==> src/design/wag_pkg.sv <==
`default_nettype none

package wag_pkg;

  typedef logic [1:0] cell_t;

  localparam cell_t CELL_EMPTY     = 2'd0;
  localparam cell_t CELL_CONDUCTOR = 2'd1;
  localparam cell_t CELL_HEAD      = 2'd2;
  localparam cell_t CELL_TAIL      = 2'd3;

  typedef enum logic [1:0] {
    OP_WRITE = 2'd0,
    OP_READ  = 2'd1,
    OP_STEP  = 2'd2,
    OP_CLEAR = 2'd3
  } op_t;

  localparam logic CFG_COLUMNS = 1'b0;
  localparam logic CFG_ROWS    = 1'b1;

  localparam logic [7:0] RST_COLUMNS = 8'd100;
  localparam logic [6:0] RST_ROWS    = 7'd50;

  typedef enum logic [2:0] {
    S_INIT,
    S_IDLE,
    S_READ,
    S_STEP,
    S_CLEAR,
    S_FINISH
  } state_t;

  // 3x3 neighborhood as seen by the rule: center value plus head flags of
  // the eight neighbors, already masked at the area edges.
  typedef struct packed {
    cell_t      center;
    logic [7:0] heads;
  } wag_window_t;

  function automatic logic is_head(cell_t v);
    return v == CELL_HEAD;
  endfunction

endpackage

`default_nettype wire

==> src/design/wag_rule.sv <==
`default_nettype none

module wag_rule
  import wag_pkg::*;
(
  input  wire wag_window_t win,
  output cell_t            next_value
);

  logic [3:0] head_count;

  always_comb begin
    head_count = 4'd0;
    for (int i = 0; i < 8; i++) begin
      head_count = head_count + 4'(win.heads[i]);
    end
  end

  always_comb begin
    case (win.center)
      CELL_HEAD:      next_value = CELL_TAIL;
      CELL_TAIL:      next_value = CELL_CONDUCTOR;
      CELL_CONDUCTOR: next_value = (head_count == 4'd1 || head_count == 4'd2) ?
                                   CELL_HEAD : CELL_CONDUCTOR;
      default:        next_value = CELL_EMPTY;
    endcase
  end

endmodule

`default_nettype wire

==> config.mk <==
export PLATFORM = sky130hd
export DESIGN_NAME = wag_rule
export DESIGN_NICKNAME = d
export VERILOG_FILES = /design/src/design/wag_pkg.sv /design/src/design/wag_rule.sv
export SDC_FILE = /design/constraint.sdc
export NUM_CORES = 1
export LEC_CHECK = 0
export BUFFER_PORTS_ARGS = -buffer_cell sky130_fd_sc_hd__buf_4
export CAP_MARGIN = 25
export CORE_AREA = 2 2 39 41
export DETAILED_ROUTE_END_ITERATION = 10
export DIE_AREA = 0 0 41 43
export PLACE_DENSITY = 0.33
export SETUP_SLACK_MARGIN = 0.5
export SYNTH_ARGS = -nofsm -noshare
export SYNTH_HDL_FRONTEND = slang
export SYNTH_SLANG_ARGS = --single-unit
==> constraint.sdc <==
create_clock -name vclk -period 4
set_input_delay 0 -clock vclk [all_inputs]
set_output_delay 0 -clock vclk [all_outputs]
set_load 0.1 [all_outputs]
Yosys cells after proc, flatten, opt, wreduce, memory -nomap -nowiden
Cells that the tools add are included.

Memories: 0. Bits in read-only memories: 0. Bits in writable memories: 0. Input bits: 10. Logic and storage cells: 15. Bits in latches: 0. Bits in registers: 0. Output and inout bits: 2.

Multiplexer cells: 2. Order comparisons: 0. Equality and inequality tests: 5. Bitwise operators: 0. Shift-type cells: 0. Reductions and logical operators: 1. Multiply operators: 0. Div/mod/pow operators: 0. Add/subtract/negate cells: 7.

Operator list (number): 4-bit by 1-bit adder with 4-bit output (4); 2-bit one-hot mux with 3 select lines (1); 3-bit by 1-bit adder with 4-bit output (1); 2-bit == test (second input constant) (2); 4-bit by 1-bit == test with 1-bit output (second input constant) (1); 4-bit by 2-bit == test with 1-bit output (second input constant) (1); 2-bit by 1-bit adder with 3-bit output (1); 1-bit by 1-bit adder with 2-bit output (1); 2-bit by 1-bit == test with 1-bit output (second input constant) (1); 2-bit two-way mux (1); 1-bit logical OR (1).

Logic depth before layout (Yosys ltp)
Gate-level depths: netlist (run 1).

Depth after elaboration: 11. Depth in mapped cells: 11.

Worst setup path after synthesis (run 1)
Ideal clock, no wire load.

Path type: input port to output port. Start: input win[0] in the netlist's numbering. End: output next_value[0]. Stages: 11. Setup slack: 0.306 ns. Required time: 4.000 ns. Arrival time: 3.694 ns. Cell sequence: inv_1 fa_1 fa_1 fa_1 inv_1 ha_1 inv_1 fa_1 xor2_1 a2111oi_2 nor2_1.

Cells in the longest elaborated chain, start to end: 11.

Ends and longest elaborated chain: start: declaration (RTL line wag_rule.sv:6) `input wire wag_window_t win,`; 1-bit by 1-bit adder with 2-bit output (*) (RTL line wag_rule.sv:15) `head_count = head_count + 4'(win.heads[i]);`; 2-bit by 1-bit adder with 3-bit output (*) (RTL line wag_rule.sv:15); 3-bit by 1-bit adder with 4-bit output (*) (RTL line wag_rule.sv:15); 4-bit by 1-bit adder with 4-bit output (*) (4 in series) (RTL line wag_rule.sv:15); 4-bit by 1-bit == test with 1-bit output or 4-bit by 2-bit == test with 1-bit output (tied branches) (RTL line wag_rule.sv:23) `CELL_CONDUCTOR: next_value = (head_count == 4'd1 || head_count == 4'd2) ?`; 1-bit logical OR (*) (RTL line wag_rule.sv:23); 2-bit two-way mux (*) (RTL line wag_rule.sv:23); 2-bit one-hot mux with 3 select lines (*) (RTL line wag_rule.sv:20) `case (win.center)`; end: declaration (RTL line wag_rule.sv:7) `output cell_t next_value`.

Mark *: on every way between the ends. The rest lies on a longest branch, timed or not.

Final worst setup path (run 1)
Start: input win[0] in the netlist's numbering. End: output next_value[1].

Same word-level chain as after synthesis.

==> results.md, run 1 <==
- Outcome: complete, no violations
- Max cap viols: 0
- Area leader, netlist: fa_1
- Complex-gate fraction of the synthesized area: 0.107
- Post-CTS Hold Buffers: 0
- Routed len/inst: 7.87 microns
- Layout cells sized above 1: 0.385
- Post-Route Setup TNS: 0 ns
- Post-DP HPWL: 386 microns
- GR peak layer: met2
- Nets: 58
- IR drop worst, VDD: 0.170 mV
- Clk_buf instances: 0
- Hold path cells: 3
- Crit path required time: 4.00 ns
- Synth unique cells: 8
- Syn Inst Count: 27
- Synth Area in XOR/XNOR: 0.0395
- Antenna violation net count after detailed routing: 0
- Core area: 0.00138 sq mm
- Vias: 201
- Final Hold Viols: 0
- Top area cells in the synthesized netlist: fa_1 36%, inv_1 22%, ha_1 17%
- Final Cycle Share: 0.839
- Ports: 12
- Worst Hold Class: input pin to primary output
- Largest net degree at the start of global routing: 4
- Overflow after GRT: 0
- LEAKAGE: 0.000199 uW
- Peak Freq: 298 MHz
- Vias per cell: 3.65
- Port buffer count: 12
- Share of the synthesized area in the top cell type: 0.362
- # Post-CTS Setup Buffers: 0
- Initial antenna violation count: 0
- Largest family of logic cells by synthesized area: adder cells
- Critical Path Sink Type: primary output
- DP Area: 334 sq um
- Synth warn: 0
- # DRC: 0
- Cell Pwr Density: 396 mW/mm^2
- Synth Area in Adders: 0.531
- Least-Margin Pin Slew: 0.287 ns
- CTS resizes: 0
- Seq_cells: 0
- Chip Height: 43 microns
- Pins Over Slew Limit: 0
- Starting DRC count in detailed routing: 0
- Setup Viol. Count Final: 0
- First-pass GRT wire length: 690 microns
- Grt met1 use: 0.0779
- GR met2 Demand/Resource: 0.0844
- Avg Inst Size Synth: 8.20 sq um
- Synth Area in Simple Gates: 0.0508
- Row count: 14
- Mux cell area share after synthesis: 0.0508
- CP Data Arrival Time: 3.36 ns
- TritonRoute pass-1 iters: 1
- Most common cell after layout, fill and taps aside: inv_1
- GRT Total Usage: 0.0524
- Antenna diode count: 0
- Final Core Density: 0.253
- Unrepaired setup endpoints after global routing: no
- Syn Nets: 44
- Startpoint types: input pin
- Slew HR: 0.809
- Die footprint: 0.00176 sq mm
- P&R area growth vs syn: 58.2%
- Vias in the first global route: 171
- Critical path type: input pin to primary output
- Post-synthesis sequential area ratio: 0
- Finished Cell Area: 350 sq um
- Synth Cell Area: 221 sq um
- Commonest cells after routing, fill and taps aside: 13 x inv_1, 11 x buf_4, 4 x fa_1
- Period minus WS final: 3.36 ns
- Die Width: 41 microns
- RD Place Congestion: 0.589
- Seq. cell area: 0 sq um
- Final WL: 433 microns
- Crit-path max FO: 2
- Hold EP: next_value[1]
- Hold Startpoint: win[8]
- Starting Density: 0.160
- GRT met3 Usage: 0.00524
-- metal layers --
layer	vias up	part of all wire
met5	-	0
met4	0	0
met3	0	0.081
met2	6	0.58
met1	94	0.34
li1	101	-
-- critical path: stages --
cell	delay, ns
buf_4	0.08
inv_1	0.04
fa_1	0.55
fa_1	0.43
fa_1	0.45
inv_1	0.07
ha_1	0.17
inv_1	0.06
fa_1	0.37
a211o_1	0.32
a2111oi_4	0.38
mux2_2	0.23
buf_6	0.22
-- how the worst max path moves through the flow --
stage / start / slack, ns / endpoint / depth (start not counted)
finish: win[0] / 0.64 / next_value[1] / 13
global route: win[0] / 0.48 / next_value[1] / 13
CTS: win[0] / 0.55 / next_value[1] / 13
detailed placement: win[0] / 0.56 / next_value[1] / 13
global placement: win[0] / 0.58 / next_value[1] / 13
floorplan: win[0] / 0.71 / next_value[1] / 11
-- synthesized netlist by cell type --
cell type	instances
a211o_1	1
xor2_1	1
ha_1	3
nor2_1	3
fa_1	4
mux2_2	1
inv_1	13
a2111oi_2	1
-- kinds of logic (layout without fill, tap and decap cells) --
| kind of cell | count (synthesis) | count (layout) |
|---|---|---|
| AND/OR/NAND/NOR | 3 | 3 |
| buffers and inverters | 13 | 25 |
| adder cells (fa/ha/maj) | 7 | 7 |
| multiplexers | 1 | 1 |
| XOR/XNOR | 1 | 1 |
| AO/OA/AOI/OAI | 2 | 2 |
-- final cells by class --
type / count / area [sq um]
repair buffers: 12 / 93.8
inverters: 13 / 48.8
multi-input cells: 14 / 188
well taps: 16 / 20.0
fillers: 166 / 1030
-- through the flow --
step | power, uW | cells | hold WS, ns | worst slack [ns]
6_report | 139 | 55 | 0.456 | 0.645
5_1_grt | 151 | 55 | 0.476 | 0.480
4_1_cts | 128 | 55 | 0.494 | 0.548
3_5_place_dp | 128 | 55 | 0.493 | 0.558
3_3_place_gp | 125 | 55 | 0.470 | 0.584
2_1_floorplan | 99.8 | 27 | 0.307 | 0.705
-- power breakdown --
group / internal, uW / leakage [uW] / switching, uW
Combinational: 49.6 / 0.000199 / 89.0
Sequential: 0 / 0 / 0
Clock: 0 / 0 / 0
Total: 49.6 / 0.000199 / 89.0
(Power assumes the default switching activity.)
==> run 2: changes to the inputs <==
--- a/config.mk
+++ b/config.mk
@@ -5,12 +5,13 @@
 export SDC_FILE = /design/constraint.sdc
 export NUM_CORES = 1
 export LEC_CHECK = 0
+export ABC_AREA = 1
 export BUFFER_PORTS_ARGS = -buffer_cell sky130_fd_sc_hd__buf_4
 export CAP_MARGIN = 25
 export CORE_AREA = 2 2 39 41
 export DETAILED_ROUTE_END_ITERATION = 10
 export DIE_AREA = 0 0 41 43
-export PLACE_DENSITY = 0.33
+export PLACE_DENSITY = 0.37
 export SETUP_SLACK_MARGIN = 0.5
 export SYNTH_ARGS = -nofsm -noshare
 export SYNTH_HDL_FRONTEND = slang
==> constraint.sdc (replaced) <==
create_clock -name vclk -period 2.8
set_input_delay 0 -clock vclk [all_inputs]
set_output_delay 0 -clock vclk [all_outputs]
set_load 0.1 [all_outputs]
==> run 2 against run 1 <==
Net effect: total power increased by 58%; the run now ends with setup timing left; design area is 33% higher; global-route usage increased by 1.5 points; hold slack got worse by 0.056 ns; critical path depth up 3; wire length decreased by 6.9%; combinational power grew 58%; setup slack worse by 0.73 ns; sequential cell count stayed put; synthesized cell count rose by 52%; via count rose by 24%.
==> results.md, run 2 <==
- Outcome: finished with violations
- Failing checks: setup timing
- Vias per cell: 3.52 (-3.7%)
- Critical Path Sink Type: primary output
- Chip Height: 43 microns (unchanged)
- Nets: 74 (+28%)
- Avg Inst Size Synth: 6.07 sq um (-26%)
- Hold EP: next_value[0]
- Row count: 14 (unchanged)
- Commonest cells after routing, fill and taps aside: 14 x inv_1, 11 x buf_4, 8 x nand2_1
- Fill cell count: 160 (-3.6%)
- Final setup margin: -0.0819 ns (-0.727 ns)
- Cell Pwr Density: 469 mW/mm^2 (+18%)
- Final hold slack: 0.400 ns (-0.0559 ns)
- Period minus WS final: 2.88 ns
- Final Hold Viols: 0 (unchanged)
- Synth Cell Area: 249 sq um (+12%)
- Layout cells sized above 1: 0.436 (+0.0517)
- Final Core Density: 0.337 (+0.0841)
- Setup Viol. Count Final: 2 (+2)
- RD Place Congestion: 0.620 (+5.2%)
- Seq_cells: 0 (unchanged)
- Unrepaired setup endpoints after global routing: yes
- Final Cycle Share: 1.03
- Largest net degree at the start of global routing: 4 (unchanged)
- Post-CTS Hold Buffers: 0 (unchanged)
- Most common cell after layout, fill and taps aside: inv_1
- CP Data Arrival Time: 2.88 ns (-0.48 ns)
- Crit-path max FO: 2 (unchanged)
- Top area cells in the synthesized netlist: fa_1 32%, inv_1 27%, nand2_1 17%
- TritonRoute pass-1 iters: 2 (+1)
- Share of the synthesized area in the top cell type: 0.322 (-0.0400)
- Initial antenna violation count: 0 (unchanged)
- LEAKAGE: 0.000267 uW (+34%)
- Vias in the first global route: 235 (+37%)
- Pins Over Slew Limit: 0 (unchanged)
- Startpoint types: input pin
- Seq. cell area: 0 sq um (unchanged)
- Peak Freq: 347 MHz
- IR drop worst, VDD: 0.0955 mV (-44%)
- Synth unique cells: 7 (-1)
- Crit path required time: 2.80 ns (-1.20 ns)
- Worst Hold Class: input pin to primary output
- Ports: 12 (unchanged)
- GRT Total Usage: 0.0673 (+0.0149)
- Vias: 250 (+24%)
- Clk_buf instances: 0 (unchanged)
- Routed len/inst: 5.68 microns (-28%)
- # DRC: 0 (unchanged)
- Overflow after GRT: 0 (unchanged)
- Antenna diode count: 0 (unchanged)
- Antenna violation net count after detailed routing: 0 (unchanged)
- Die Width: 41 microns (unchanged)
- Die footprint: 0.00176 sq mm (unchanged)
- Syn Inst Count: 41 (+52%)
- First-pass GRT wire length: 897 microns (+30%)
- Synth top cells by count: 18 x inv_1, 11 x nand2_1, 4 x fa_1
- Final WL: 403 microns (-6.9%)
- Starting DRC count in detailed routing: 1 (+1)
- Least-Margin Pin Slew: 0.171 ns (-0.116 ns)
- Hold path cells: 4 (+1)
- Post-synthesis sequential area ratio: 0 (unchanged)
- Critical path type: input pin to primary output
- P&R area growth vs syn: 87.4%
- Starting Density: 0.180 (+0.0199)
- Synth warn: 0 (unchanged)
- Core area: 0.00138 sq mm (unchanged)
- Slew HR: 0.886 (+0.0770)
- Most numerous cell in the Yosys netlist: inv_1
- Post-DP HPWL: 409 microns (+5.9%)
- Syn Nets: 58 (+32%)
- Hold Startpoint: win[9]
- Max cap viols: 0 (unchanged)
- Port buffer count: 12 (unchanged)
- Area leader, netlist: fa_1
[run 2: logic make-up after synthesis]
group,share of synthesized area
adders and majority gates,0.472
buffers and inverters,0.271
and+or+nand+nor,0.256
[run 2: final cells by class]
| class | count | area [sq um] | area share |
|---|---|---|---|
| Inverter | 18 | 75.1 | 0.161 |
| Multi-Input combinational cell | 23 | 234 | 0.501 |
| Tap cell | 16 | 20.0 | 0.0429 |
| Timing Repair Buffer | 14 | 138 | 0.295 |
[run 2: metal layers]
metal,GRT usage,up-vias,part of all wire
met5,0,-,0
met4,0,0,0
met3,0,0,0.030
met2,0.100,3,0.50
met1,0.113,110,0.47
li1,-,137,-
[run 2: worst max-delay path by stage]
stage            from            end  slack, ns  depth (start not counted)
2_1_floorplan  win[0]  next_value[0]       0.14                         14
3_3_place_gp   win[0]  next_value[1]      -0.24                         15
3_5_place_dp   win[0]  next_value[1]      -0.23                         15
4_1_cts        win[0]  next_value[0]      -0.11                         16
5_1_grt        win[0]  next_value[0]      -0.25                         16
6_report       win[0]  next_value[0]      -0.08                         16
[run 2: where the power goes]
group          internal [uW]  total (uW)  leakage, uW  switching (uW)
clock network              0           0            0               0
logic                   93.3         219     0.000267             125
registers                  0           0            0               0
total                   93.3         219     0.000267             125
[run 2: worst max-delay path, cell delays in order]
cell and delay, ns:
buf_8 0.08, inv_8 0.02, fa_1 0.54, fa_1 0.43
fa_1 0.50, inv_2 0.04, ha_4 0.15, inv_2 0.04
fa_1 0.41, nand2_1 0.08, nand2_1 0.06, nor2_2 0.10
nand2_1 0.08, nand2_2 0.11, nand2_8 0.06, buf_12 0.16
[run 2: through the flow]
step | cell area (sq um) | cells | setup TNS (ns) | worst slack (ns) | total power, uW
after CTS | 457 | 71 | -0.185 | -0.109 | 216
final | 467 | 71 | -0.143 | -0.0819 | 219
after global routing | 467 | 71 | -0.457 | -0.247 | 248
after global placement | 417 | 70 | -0.455 | -0.235 | 195
after detailed placement | 417 | 70 | -0.442 | -0.227 | 193
after floorplan | 299 | 41 | 0 | 0.142 | 153
[run 2: repair_timing]
action                     CTS  global route
setup endpoints to repair    2             2
setup buffers                1             0
gates resized for setup      9             2
pin swaps                    2             1
